--- src/sv/crte_pkg.sv ---
// ----------------------------------------------------------------------------
// crte_pkg
// Shared types and constants for the craps randomness test engine.
// ----------------------------------------------------------------------------
package crte_pkg;

  localparam int unsigned CfgIdxW = 2;

  localparam logic [CfgIdxW-1:0] CfgGamesLimit = CfgIdxW'(0);
  localparam logic [CfgIdxW-1:0] CfgThrowLimit = CfgIdxW'(1);

  localparam logic [31:0] GamesLimitRst = 32'd200000;
  localparam logic [31:0] ThrowLimitRst = 32'hFFFF_FFFF;

  localparam logic [3:0] SumNatural5  = 4'd5;
  localparam logic [3:0] SumNatural9  = 4'd9;
  localparam logic [3:0] SumCrapsLow0 = 4'd0;
  localparam logic [3:0] SumCrapsLow1 = 4'd1;
  localparam logic [3:0] SumCraps10   = 4'd10;
  localparam logic [3:0] SumSevenOut  = 4'd5;

  localparam logic OpThrow = 1'b0;
  localparam logic OpRead  = 1'b1;

  typedef struct packed {
    logic        accepted;
    logic [3:0]  dice_sum;
    logic        game_decided;
    logic        game_won;
    logic [4:0]  decision_bin;
    logic [31:0] games_played;
    logic [31:0] games_won;
    logic [31:0] bin_count;
  } crte_result_t;

  // zero-based die face: (word * 6) >> 32
  function automatic logic [2:0] face_of(input logic [31:0] word);
    logic [34:0] prod;
    prod = {1'b0, word, 2'b00} + {2'b00, word, 1'b0};
    return prod[34:32];
  endfunction

endpackage

--- src/sv/craps_randomness_test_engine.sv ---
// ----------------------------------------------------------------------------
// craps_randomness_test_engine
// Counting stage of the craps randomness test over a random word stream.
// ----------------------------------------------------------------------------
// Usage:
//   Input channel (in_valid_i/in_ready_o): one beat is either a throw
//   (opcode 0, two 32-bit random words) or a histogram read (opcode 1,
//   bin_select). Every beat yields exactly one result beat on the output
//   channel (out_valid_o/out_ready_i) with game counters and read data.
//   Config channel (cfg_valid_i/cfg_ready_o): index 0 writes games_limit,
//   index 1 writes throw_limit; always ready, write only while idle.
//   Output: each result is registered into the head or, if that is occupied, the skid register.
//   Throughput: one beat per cycle while in_ready_o is high; the game update is a single pass of
//   compares and counter increments between the state and output registers.
//   Stall: a two-entry output register (head plus skid) keeps in_ready_o
//   high while one result waits; in_ready_o drops only when both are full.
//   Reset: counters, game state and all histogram bins clear to zero, the
//   limits return to 200000 and 0xFFFFFFFF, the output holds no beat.
// ----------------------------------------------------------------------------
module craps_randomness_test_engine #(
  parameter int unsigned BIN_CAP = 20
) (
  input  logic                         clk_i,
  input  logic                         rst_ni,
  input  logic                         in_valid_i,
  output logic                         in_ready_o,
  input  logic                         opcode_i,
  input  logic [4:0]                   bin_select_i,
  input  logic [31:0]                  die_a_word_i,
  input  logic [31:0]                  die_b_word_i,
  output logic                         out_valid_o,
  input  logic                         out_ready_i,
  output logic                         accepted_o,
  output logic [3:0]                   dice_sum_o,
  output logic                         game_decided_o,
  output logic                         game_won_o,
  output logic [4:0]                   decision_bin_o,
  output logic [31:0]                  games_played_o,
  output logic [31:0]                  games_won_o,
  output logic [31:0]                  bin_count_o,
  input  logic                         cfg_valid_i,
  output logic                         cfg_ready_o,
  input  logic [crte_pkg::CfgIdxW-1:0] cfg_index_i,
  input  logic [31:0]                  cfg_data_i
);
  import crte_pkg::*;

  localparam int unsigned NumBins = BIN_CAP + 1;
  localparam int unsigned CntW    = $clog2(NumBins);

  logic [31:0]     games_limit_q, throw_limit_q;
  logic [31:0]     hist_q [NumBins];
  logic [NumBins-1:0] hist_inc;
  logic [31:0]     game_count_q, game_count_d;
  logic [31:0]     win_count_q, win_count_d;
  logic [31:0]     throws_seen_q, throws_seen_d;
  logic [3:0]      point_q, point_d;
  logic            in_point_q, in_point_d;
  logic [CntW-1:0] tig_q, tig_d;

  crte_result_t    res;
  crte_result_t    head_q, head_d, skid_q, skid_d;
  logic            hv_q, hv_d, sv_q, sv_d;

  logic            push, pop, throw_ok, ended, win;
  logic [3:0]      sum;
  logic [CntW-1:0] bin, tig_inc;
  logic [CntW-1:0] rd_idx;
  logic            rd_in_range;

  assign cfg_ready_o = 1'b1;
  assign in_ready_o  = !sv_q;
  assign push        = in_valid_i && in_ready_o;
  assign pop         = hv_q && out_ready_i;

  assign sum         = {1'b0, face_of(die_a_word_i)} + {1'b0, face_of(die_b_word_i)};
  assign rd_idx      = CntW'(bin_select_i);
  assign rd_in_range = ({2'b00, bin_select_i} < 7'(NumBins));
  assign tig_inc     = (tig_q < CntW'(BIN_CAP)) ? tig_q + CntW'(1) : tig_q;

  // game update
  always_comb begin
    throw_ok      = push && (opcode_i == OpThrow) &&
                    (game_count_q < games_limit_q) && (throws_seen_q < throw_limit_q);
    ended         = 1'b0;
    win           = 1'b0;
    bin           = '0;
    point_d       = point_q;
    in_point_d    = in_point_q;
    tig_d         = tig_q;
    throws_seen_d = throws_seen_q;
    game_count_d  = game_count_q;
    win_count_d   = win_count_q;

    if (throw_ok) begin
      throws_seen_d = throws_seen_q + 32'd1;
      if (in_point_q) begin
        tig_d = tig_inc;
        bin   = tig_inc;
        if (sum == point_q) begin
          ended = 1'b1;
          win   = 1'b1;
        end else if (sum == SumSevenOut) begin
          ended = 1'b1;
        end
      end else if (sum == SumNatural5 || sum == SumNatural9) begin
        ended = 1'b1;
        win   = 1'b1;
      end else if (sum == SumCrapsLow0 || sum == SumCrapsLow1 || sum == SumCraps10) begin
        ended = 1'b1;
      end else begin
        in_point_d = 1'b1;
        point_d    = sum;
        tig_d      = '0;
      end
      if (ended) begin
        game_count_d = game_count_q + 32'd1;
        if (win) begin
          win_count_d = win_count_q + 32'd1;
        end
        in_point_d = 1'b0;
        tig_d      = '0;
      end
    end
  end

  always_comb begin
    for (int i = 0; i < NumBins; i++) begin
      hist_inc[i] = ended && (bin == CntW'(i));
    end
  end

  always_comb begin
    res              = '0;
    res.games_played = game_count_d;
    res.games_won    = win_count_d;
    if (opcode_i == OpRead) begin
      if (rd_in_range) begin
        res.bin_count = hist_q[rd_idx];
      end
    end else if (throw_ok) begin
      res.accepted     = 1'b1;
      res.dice_sum     = sum;
      res.game_decided = ended;
      res.game_won     = win;
      res.decision_bin = ended ? 5'(bin) : 5'd0;
    end
  end

  // head plus skid output register
  always_comb begin
    hv_d   = hv_q;
    sv_d   = sv_q;
    head_d = head_q;
    skid_d = skid_q;
    if (pop) begin
      if (sv_q) begin
        head_d = skid_q;
        sv_d   = 1'b0;
      end else begin
        hv_d = 1'b0;
      end
    end
    if (push) begin
      if (!hv_d) begin
        head_d = res;
        hv_d   = 1'b1;
      end else begin
        skid_d = res;
        sv_d   = 1'b1;
      end
    end
  end

  always_ff @(posedge clk_i or negedge rst_ni) begin
    if (!rst_ni) begin
      games_limit_q <= GamesLimitRst;
      throw_limit_q <= ThrowLimitRst;
      game_count_q  <= '0;
      win_count_q   <= '0;
      throws_seen_q <= '0;
      point_q       <= '0;
      in_point_q    <= 1'b0;
      tig_q         <= '0;
      hv_q          <= 1'b0;
      sv_q          <= 1'b0;
      for (int i = 0; i < NumBins; i++) begin
        hist_q[i] <= '0;
      end
    end else begin
      if (cfg_valid_i && cfg_ready_o) begin
        unique case (cfg_index_i)
          CfgGamesLimit: games_limit_q <= cfg_data_i;
          CfgThrowLimit: throw_limit_q <= cfg_data_i;
          default: ;
        endcase
      end
      game_count_q  <= game_count_d;
      win_count_q   <= win_count_d;
      throws_seen_q <= throws_seen_d;
      point_q       <= point_d;
      in_point_q    <= in_point_d;
      tig_q         <= tig_d;
      hv_q          <= hv_d;
      sv_q          <= sv_d;
      for (int i = 0; i < NumBins; i++) begin
        if (hist_inc[i]) begin
          hist_q[i] <= hist_q[i] + 32'd1;
        end
      end
    end
  end

  always_ff @(posedge clk_i) begin
    head_q <= head_d;
    skid_q <= skid_d;
  end

  assign out_valid_o    = hv_q;
  assign accepted_o     = head_q.accepted;
  assign dice_sum_o     = head_q.dice_sum;
  assign game_decided_o = head_q.game_decided;
  assign game_won_o     = head_q.game_won;
  assign decision_bin_o = head_q.decision_bin;
  assign games_played_o = head_q.games_played;
  assign games_won_o    = head_q.games_won;
  assign bin_count_o    = head_q.bin_count;

endmodule

--- config.mk ---
export PLATFORM = sky130hd
export DESIGN_NAME = craps_randomness_test_engine
export DESIGN_NICKNAME = d
export VERILOG_FILES = /design/src/sv/crte_pkg.sv /design/src/sv/craps_randomness_test_engine.sv
export SDC_FILE = /design/constraint.sdc
export NUM_CORES = 2
export LEC_CHECK = 0
export ABC_AREA = 1
export BUFFER_PORTS_ARGS = -buffer_cell sky130_fd_sc_hd__buf_2
export CELL_PAD_IN_SITES_DETAIL_PLACEMENT = 0
export CELL_PAD_IN_SITES_GLOBAL_PLACEMENT = 2
export CORE_MARGIN = 2
export CORE_UTILIZATION = 39
export DETAILED_ROUTE_END_ITERATION = 12
export PLACE_DENSITY = 0.9
export SLEW_MARGIN = 20
export SYNTH_ARGS = -nofsm -noshare
export SYNTH_HDL_FRONTEND = slang
export SYNTH_SLANG_ARGS = --single-unit
export TNS_END_PERCENT = 30
--- constraint.sdc ---
create_clock -name clk_i -period 12.8 [get_ports clk_i]
set_input_delay 0.64 -clock clk_i [delete_from_list [all_inputs] [get_ports clk_i]]
set_output_delay 0.64 -clock clk_i [all_outputs]
set_load 0.01 [all_outputs]
# Word-level counts from Yosys, hierarchy flattened
# Index checks and enable logic that the tools add are counted.
[word_totals]
register_bits = 1060
word_cells = 196
[op_classes]
eq_ne = 28
order_cmp = 5
addsub = 28
n_mux = 45
reduce_logical = 38
bitwise = 5
[ops]
columns = ["cell", "count"]
rows = [
  ["$add 32x1->32 const B", 24],
  ["$mux 108", 4],
  ["$mux 32", 9],
  ["$bmux 32 s5", 1],
  ["$add 34x33->35", 2],
  ["$lt 32x32->1", 2],
  ["$eq 5x4->1 const B", 8],
  ["$mux 5", 8],
  ["$logic_and 1x1->1", 26],
  ["$eq 5x5->1 const B", 5],
  ["$mux 12", 2],
  ["$mux 1", 21],
  ["$eq 5x3->1 const B", 4],
  ["$eq 5x2->1 const B", 2],
  ["$lt 5x5->1 const B", 2],
  ["$eq 4x4->1 const B", 2],
  ["$ge 6x6->1 const B", 1],
  ["$ne 3x2->1 const B", 2],
  ["$not 5->6", 1],
  ["$reduce_and 2->1", 3],
  ["$add 5x1->5 const B", 1],
  ["$eq 5x1->1 const B", 1],
  ["$logic_not 5->1", 1],
  ["$add 3x3->4", 1],
  ["11 further kinds", 16],
]

# Logic depth before layout (Yosys ltp)
[logic_depth]
ltp_word = 15
depth_mapped = 33
depth_no_buf = 32

# Least setup slack after synthesis
# Ideal clock, no wire load.
[synth_path]
path_type = "input -> register"
startpoint = "input port in_valid_i"
endpoint = "register skid_q[0] in the netlist's numbering (enable)"
setup_ps = 575
arrival_time_ps = 5346
slack_ps = 6879
required_ps = 12225
path_stages = 4
path_cell_list = "inv_1 > nor2_1 > inv_1 > nor2_1"
[synth_via]
elab_chain_len = 2
[synth_rtl]
columns = ["element", "line_no", "source"]
rows = [
  ["from (decl)", "craps_randomness_test_engine.sv:25", "input logic in_valid_i,"],
  ["$logic_and 1x1->1", "craps_randomness_test_engine.sv:73", "assign push = in_valid_i && in_ready_o;"],
  ["$reduce_and 2->1 (no source line)", "--", ""],
  ["to (signal assigned)", "craps_randomness_test_engine.sv:216", "skid_q <= skid_d;"],
  ["to (decl)", "craps_randomness_test_engine.sv:62", "crte_result_t head_q, head_d, skid_q, skid_d;"],
]
# No other way between the ends.
# A chain may end at the register's enable or synchronous reset.

# Worst setup path in the final report
[layout_path]
startpoint = "input port die_b_word_i[1]"
endpoint = "register hist_q[226] in the netlist's numbering"
[layout_via]
elab_chain_len = 11
word_cells_on_any_way = 19
cone_classes = "add/sub: 2; eq/ne: 5; mux: 7; reduce/logical: 5"
[layout_rtl]
columns = ["element", "line_no", "source"]
rows = [
  ["from (decl)", "craps_randomness_test_engine.sv:30", "input logic [31:0] die_b_word_i,"],
  ["$add 34x33->35 (*)", "crte_pkg.sv:39", "prod = {1'b0, word, 2'b00} + {2'b00, word, 1'b0};"],
  ["$add 3x3->4 (*)", "craps_randomness_test_engine.sv:76", "assign sum = {1'b0, face_of(die_a_word_i)} + {1'b0, face_of(die_b_word_i)};"],
  ["$eq 4x1->1 / $logic_not 4->1 (equally long branches)", "craps_randomness_test_engine.sv:109", "end else if (sum == SumCrapsLow0 || sum == SumCrapsLow1 || sum == SumCraps10) begin"],
  ["$logic_or 1x1->1 (2 in series)", "craps_randomness_test_engine.sv:109", ""],
  ["$mux 1", "craps_randomness_test_engine.sv:109", ""],
  ["$mux 1", "craps_randomness_test_engine.sv:106", "end else if (sum == SumNatural5 || sum == SumNatural9) begin"],
  ["$mux 1 (*)", "craps_randomness_test_engine.sv:97", "if (in_point_q) begin"],
  ["$mux 1 (*) (2 in series)", "craps_randomness_test_engine.sv:95", "if (throw_ok) begin"],
  ["$logic_and 1x1->1 (*)", "craps_randomness_test_engine.sv:129", "hist_inc[i] = ended && (bin == CntW'(i));"],
  ["to (signal, indexed assignment)", "craps_randomness_test_engine.sv:208", "hist_q[i] <= hist_q[i] + 32'd1;"],
  ["to (decl)", "craps_randomness_test_engine.sv:52", "logic [31:0] hist_q [NumBins];"],
]
# Every way passes the cells marked *; elsewhere a longest branch is shown, timed or not. The select of a mux whose other input is x is not followed.

==> metrics.txt <==
maximum vdd drop 0.146 mV; count of flip-flops with a built-in enable after synthesis 108; Area contributors post-synth sky130_fd_sc_hd__dfrtp_1 29%, sky130_fd_sc_hd__nand2_1 17%, sky130_fd_sc_hd__nand4_1 7.0%; setup skew after layout 0.0355 ns; minimum period implied by the final worst setup slack 6.19 ns; Hold Path Class input port to flop; TritonCTS buffer count 135; layout overhead on the synthesized area 10.9%; post-synth net total 10.1k; total leakage power 34.9 nW; largest stage delay on the critical path 0.78 ns; via count of the first global-routing pass 64.0k; Most used DFF post-synth sky130_fd_sc_hd__dfrtp_1; detailed router's first-iteration violation count 6592; Detailed Routing Iterations Pass 1 7; crit-path most repeated cell sky130_fd_sc_hd__nand2_1; # nets final 10.0k; Longest Clk Path Bufs 3; critical path startpoint category input port; largest net degree at the start of global routing 192; slowest cell on the critical path sky130_fd_sc_hd__buf_4; vertical die dimension 423 um; count of state elements after synthesis 1060; met3 capacity usage during global routing 3.54%; Post-Synthesis Cell Area 0.0685 mm^2; CP Launch Point die_b_word_i[1]; GR Util met2 44.7%; startpoint of the worst hold path cfg_data_i[1]; DR DRC count 0; placed inst area 0.0712 mm^2; GR Overflow Total 0; final wirelength 255000 um; clock net sink count 1060; gp weighted congestion 0.990; first-pass GRT wire length 390000 um; WP buf/inv 7; number of warnings printed during yosys synthesis 0; slew margin rel. 18.8%; met1 Resource Use GR 36.6%; HPWL Detailed 185000 um; Starting Density 39.3%; Total Power 10.0 mW; clock transition time at the flip-flop clock pins of the worst setup and hold paths 0.06 ns; fraction of final layout cells sized beyond drive strength 1 6.17%; critical path data arrival time 6.94 ns; endpoint type of the worst setup path flop; number of antenna violations at the first check in global routing 4; final hold vios 0; TritonCTS clock tree yes; post-synthesis instance total 9796; Reg-to-Reg Start throw_limit_q[5]; endpoints failing setup 0; Post-DRT Antenna Nets 0; I/O pin count 220; crit path max fanout 84; Die Span X 423 um; required time of the worst setup path 13.55 ns; period utilization 48.3%; portion of synthesized cell area occupied by the leading cell type 29.4%; Distinct cells, synth 58; total negative slack for setup checks 0 ns; GRT busiest layer met2; slew at the pin closest to its max-slew limit 1.20 ns; CORE AREA 0.174 mm^2; count leader, synth sky130_fd_sc_hd__nand2_1; overall die area 0.179 mm^2; max-slew violation count 0; power per cell area 132 mW/mm^2; mean routed wirelength per cell 20.9 um; post-cts resize count 0; outcome finished, final reports clean; sequential-to-total area share from yosys stat 38.8%; top cell types by occurrence after synthesis 3107 x sky130_fd_sc_hd__nand2_1, 925 x sky130_fd_sc_hd__inv_1, 806 x sky130_fd_sc_hd__dfrtp_1; most area-hungry cell type in the Yosys netlist sky130_fd_sc_hd__dfrtp_1; Worst Path Class, Setup input port to flop; Root Driver sky130_fd_sc_hd__clkbuf_16; vias after detailed routing 67.3k; Post-Layout Inst Area 0.0760 mm^2; Global Route Usage Sum 27.8%; top cell family by delay on the critical path simple AND/OR/NAND/NOR gates; Post-Syn Area per Cell 6.99 um^2; setup repair after global routing missed its margin false; number of levels the H-tree was split into 4; proportion of synthesized flip-flops having asynchronous set or reset 79.6%; IO buf count 218; placement row count 153; maximum clock rate 162 MHz; clock latency on the worst-skew pair 0.81 ns; Max-cap violations 0; DR vias/cell 5.53; Worst Hold Margin 0.0932 ns
## layout make-up
cell class,count,area [um^2]
multi-input combinational,7305,36400
tap,2325,2910
clock inverter,54,788
clock buffer,194,3910
timing repair buffer,306,1840
inverter,936,3520
fill,18209,98200
antenna,2,5.00
sequential,1060,26600
## cells in the final DEF, fill, tap and decap left out, types with 108 or more instances in the layout
| master | count |
|---|---|
| sky130_fd_sc_hd__o21ai_0 | 508 |
| sky130_fd_sc_hd__buf_2 | 215 |
| sky130_fd_sc_hd__nor2_1 | 764 |
| sky130_fd_sc_hd__nand4_1 | 766 |
| sky130_fd_sc_hd__inv_1 | 924 |
| sky130_fd_sc_hd__dfrtp_1 | 806 |
| sky130_fd_sc_hd__xor2_1 | 355 |
| sky130_fd_sc_hd__nand3_1 | 497 |
| sky130_fd_sc_hd__nor4_1 | 119 |
| sky130_fd_sc_hd__dfxtp_1 | 108 |
| sky130_fd_sc_hd__nor3_1 | 291 |
| sky130_fd_sc_hd__a21oi_1 | 420 |
| sky130_fd_sc_hd__ha_1 | 153 |
| sky130_fd_sc_hd__nand2_1 | 3106 |
| sky130_fd_sc_hd__clkbuf_16 | 137 |
| sky130_fd_sc_hd__edfxtp_1 | 108 |
## repair_timing
item / 4_1_cts / 5_1_grt
hold endpoints to repair: 81 / 0
buffers inserted: 0 / 0
endpoints found under the setup margin: 0 / 0
hold buffers: 1 / 0
## metrics by stage
stage	setup WS [ns]	instances	util [%]
final	6.61	12182	43.6
after global routing	5.96	12181	43.6
after CTS	6.71	12178	43.6
after detailed placement	5.85	11929	40.9
after global placement	5.92	11929	40.9
after floorplan	6.88	9796	-
## cells by family (layout without fill, tap and decap cells)
kind of cell,Yosys count,in the layout,synth area share (%)
AND/OR/NAND/NOR,5606,5606,35.7
buffers and inverters,1431,1490,8.24
AO/OA/AOI/OAI,1092,1092,8.61
flip-flops,1060,1060,38.8
XOR/XNOR,439,439,5.62
adder cells (fa/ha/maj),154,154,2.82
multiplexers,13,13,0.192
other,1,3,0.00547
## where the power goes
group	switching (mW)	internal, mW	leakage [nW]
registers	0.248	3.77	13.4
clock network	1.67	2.43	2.29
logic	1.36	0.544	19.1
## final timing paths
| check | end | slack, ns | cells past startpoint |
|---|---|---|---|
| max | hist_q[226] | 6.61 | 34 |
| min | throw_limit_q[1] | 0.09 | 3 |
| max reg2reg | hist_q[132] | 7.49 | 17 |
| min reg2reg | hist_q[365] | 0.47 | 2 |
| max in group asynchronous | hist_q[202] | 9.27 | 5 |
| min in group asynchronous | throws_seen_q[0] | 0.44 | 2 |
## worst reg2reg max path: stages, from the launching register on
cell,delay [ns]
sky130_fd_sc_hd__dfstp_2,0.53
sky130_fd_sc_hd__inv_1,0.04
sky130_fd_sc_hd__ha_1,0.30
sky130_fd_sc_hd__a21oi_1,0.13
sky130_fd_sc_hd__nor2_1,0.05
sky130_fd_sc_hd__nor3_1,0.14
sky130_fd_sc_hd__nand2_1,0.10
sky130_fd_sc_hd__nand2_1,0.07
sky130_fd_sc_hd__nand2_1,0.10
sky130_fd_sc_hd__nand2_1,0.42
sky130_fd_sc_hd__nand3_2,0.33
sky130_fd_sc_hd__buf_4,0.33
sky130_fd_sc_hd__buf_4,0.32
sky130_fd_sc_hd__nor2_4,0.82
sky130_fd_sc_hd__buf_4,0.93
sky130_fd_sc_hd__nand3_1,0.41
sky130_fd_sc_hd__nand2_1,0.14
sky130_fd_sc_hd__nand2_1,0.06
## flip-flops by register name, summed over array words and instances, names as in the netlist, 4 cells and up
name,flops
games_played_o,32
games_limit_q,32
games_won_o,32
win_count_q,32
game_count_q,32
decision_bin_o,5
throw_limit_q,32
dice_sum_o,4
throws_seen_q,32
point_q,4
hist_q,672
bin_count_o,32
skid_q,108
tig_q,5
## routing by layer
layer	up-vias	wire length, um
met5	-	26
met4	4	14600
met3	469	14000
met2	2089	118000
met1	32292	109000
li1	32462	-
(Power assumes the default switching activity.)
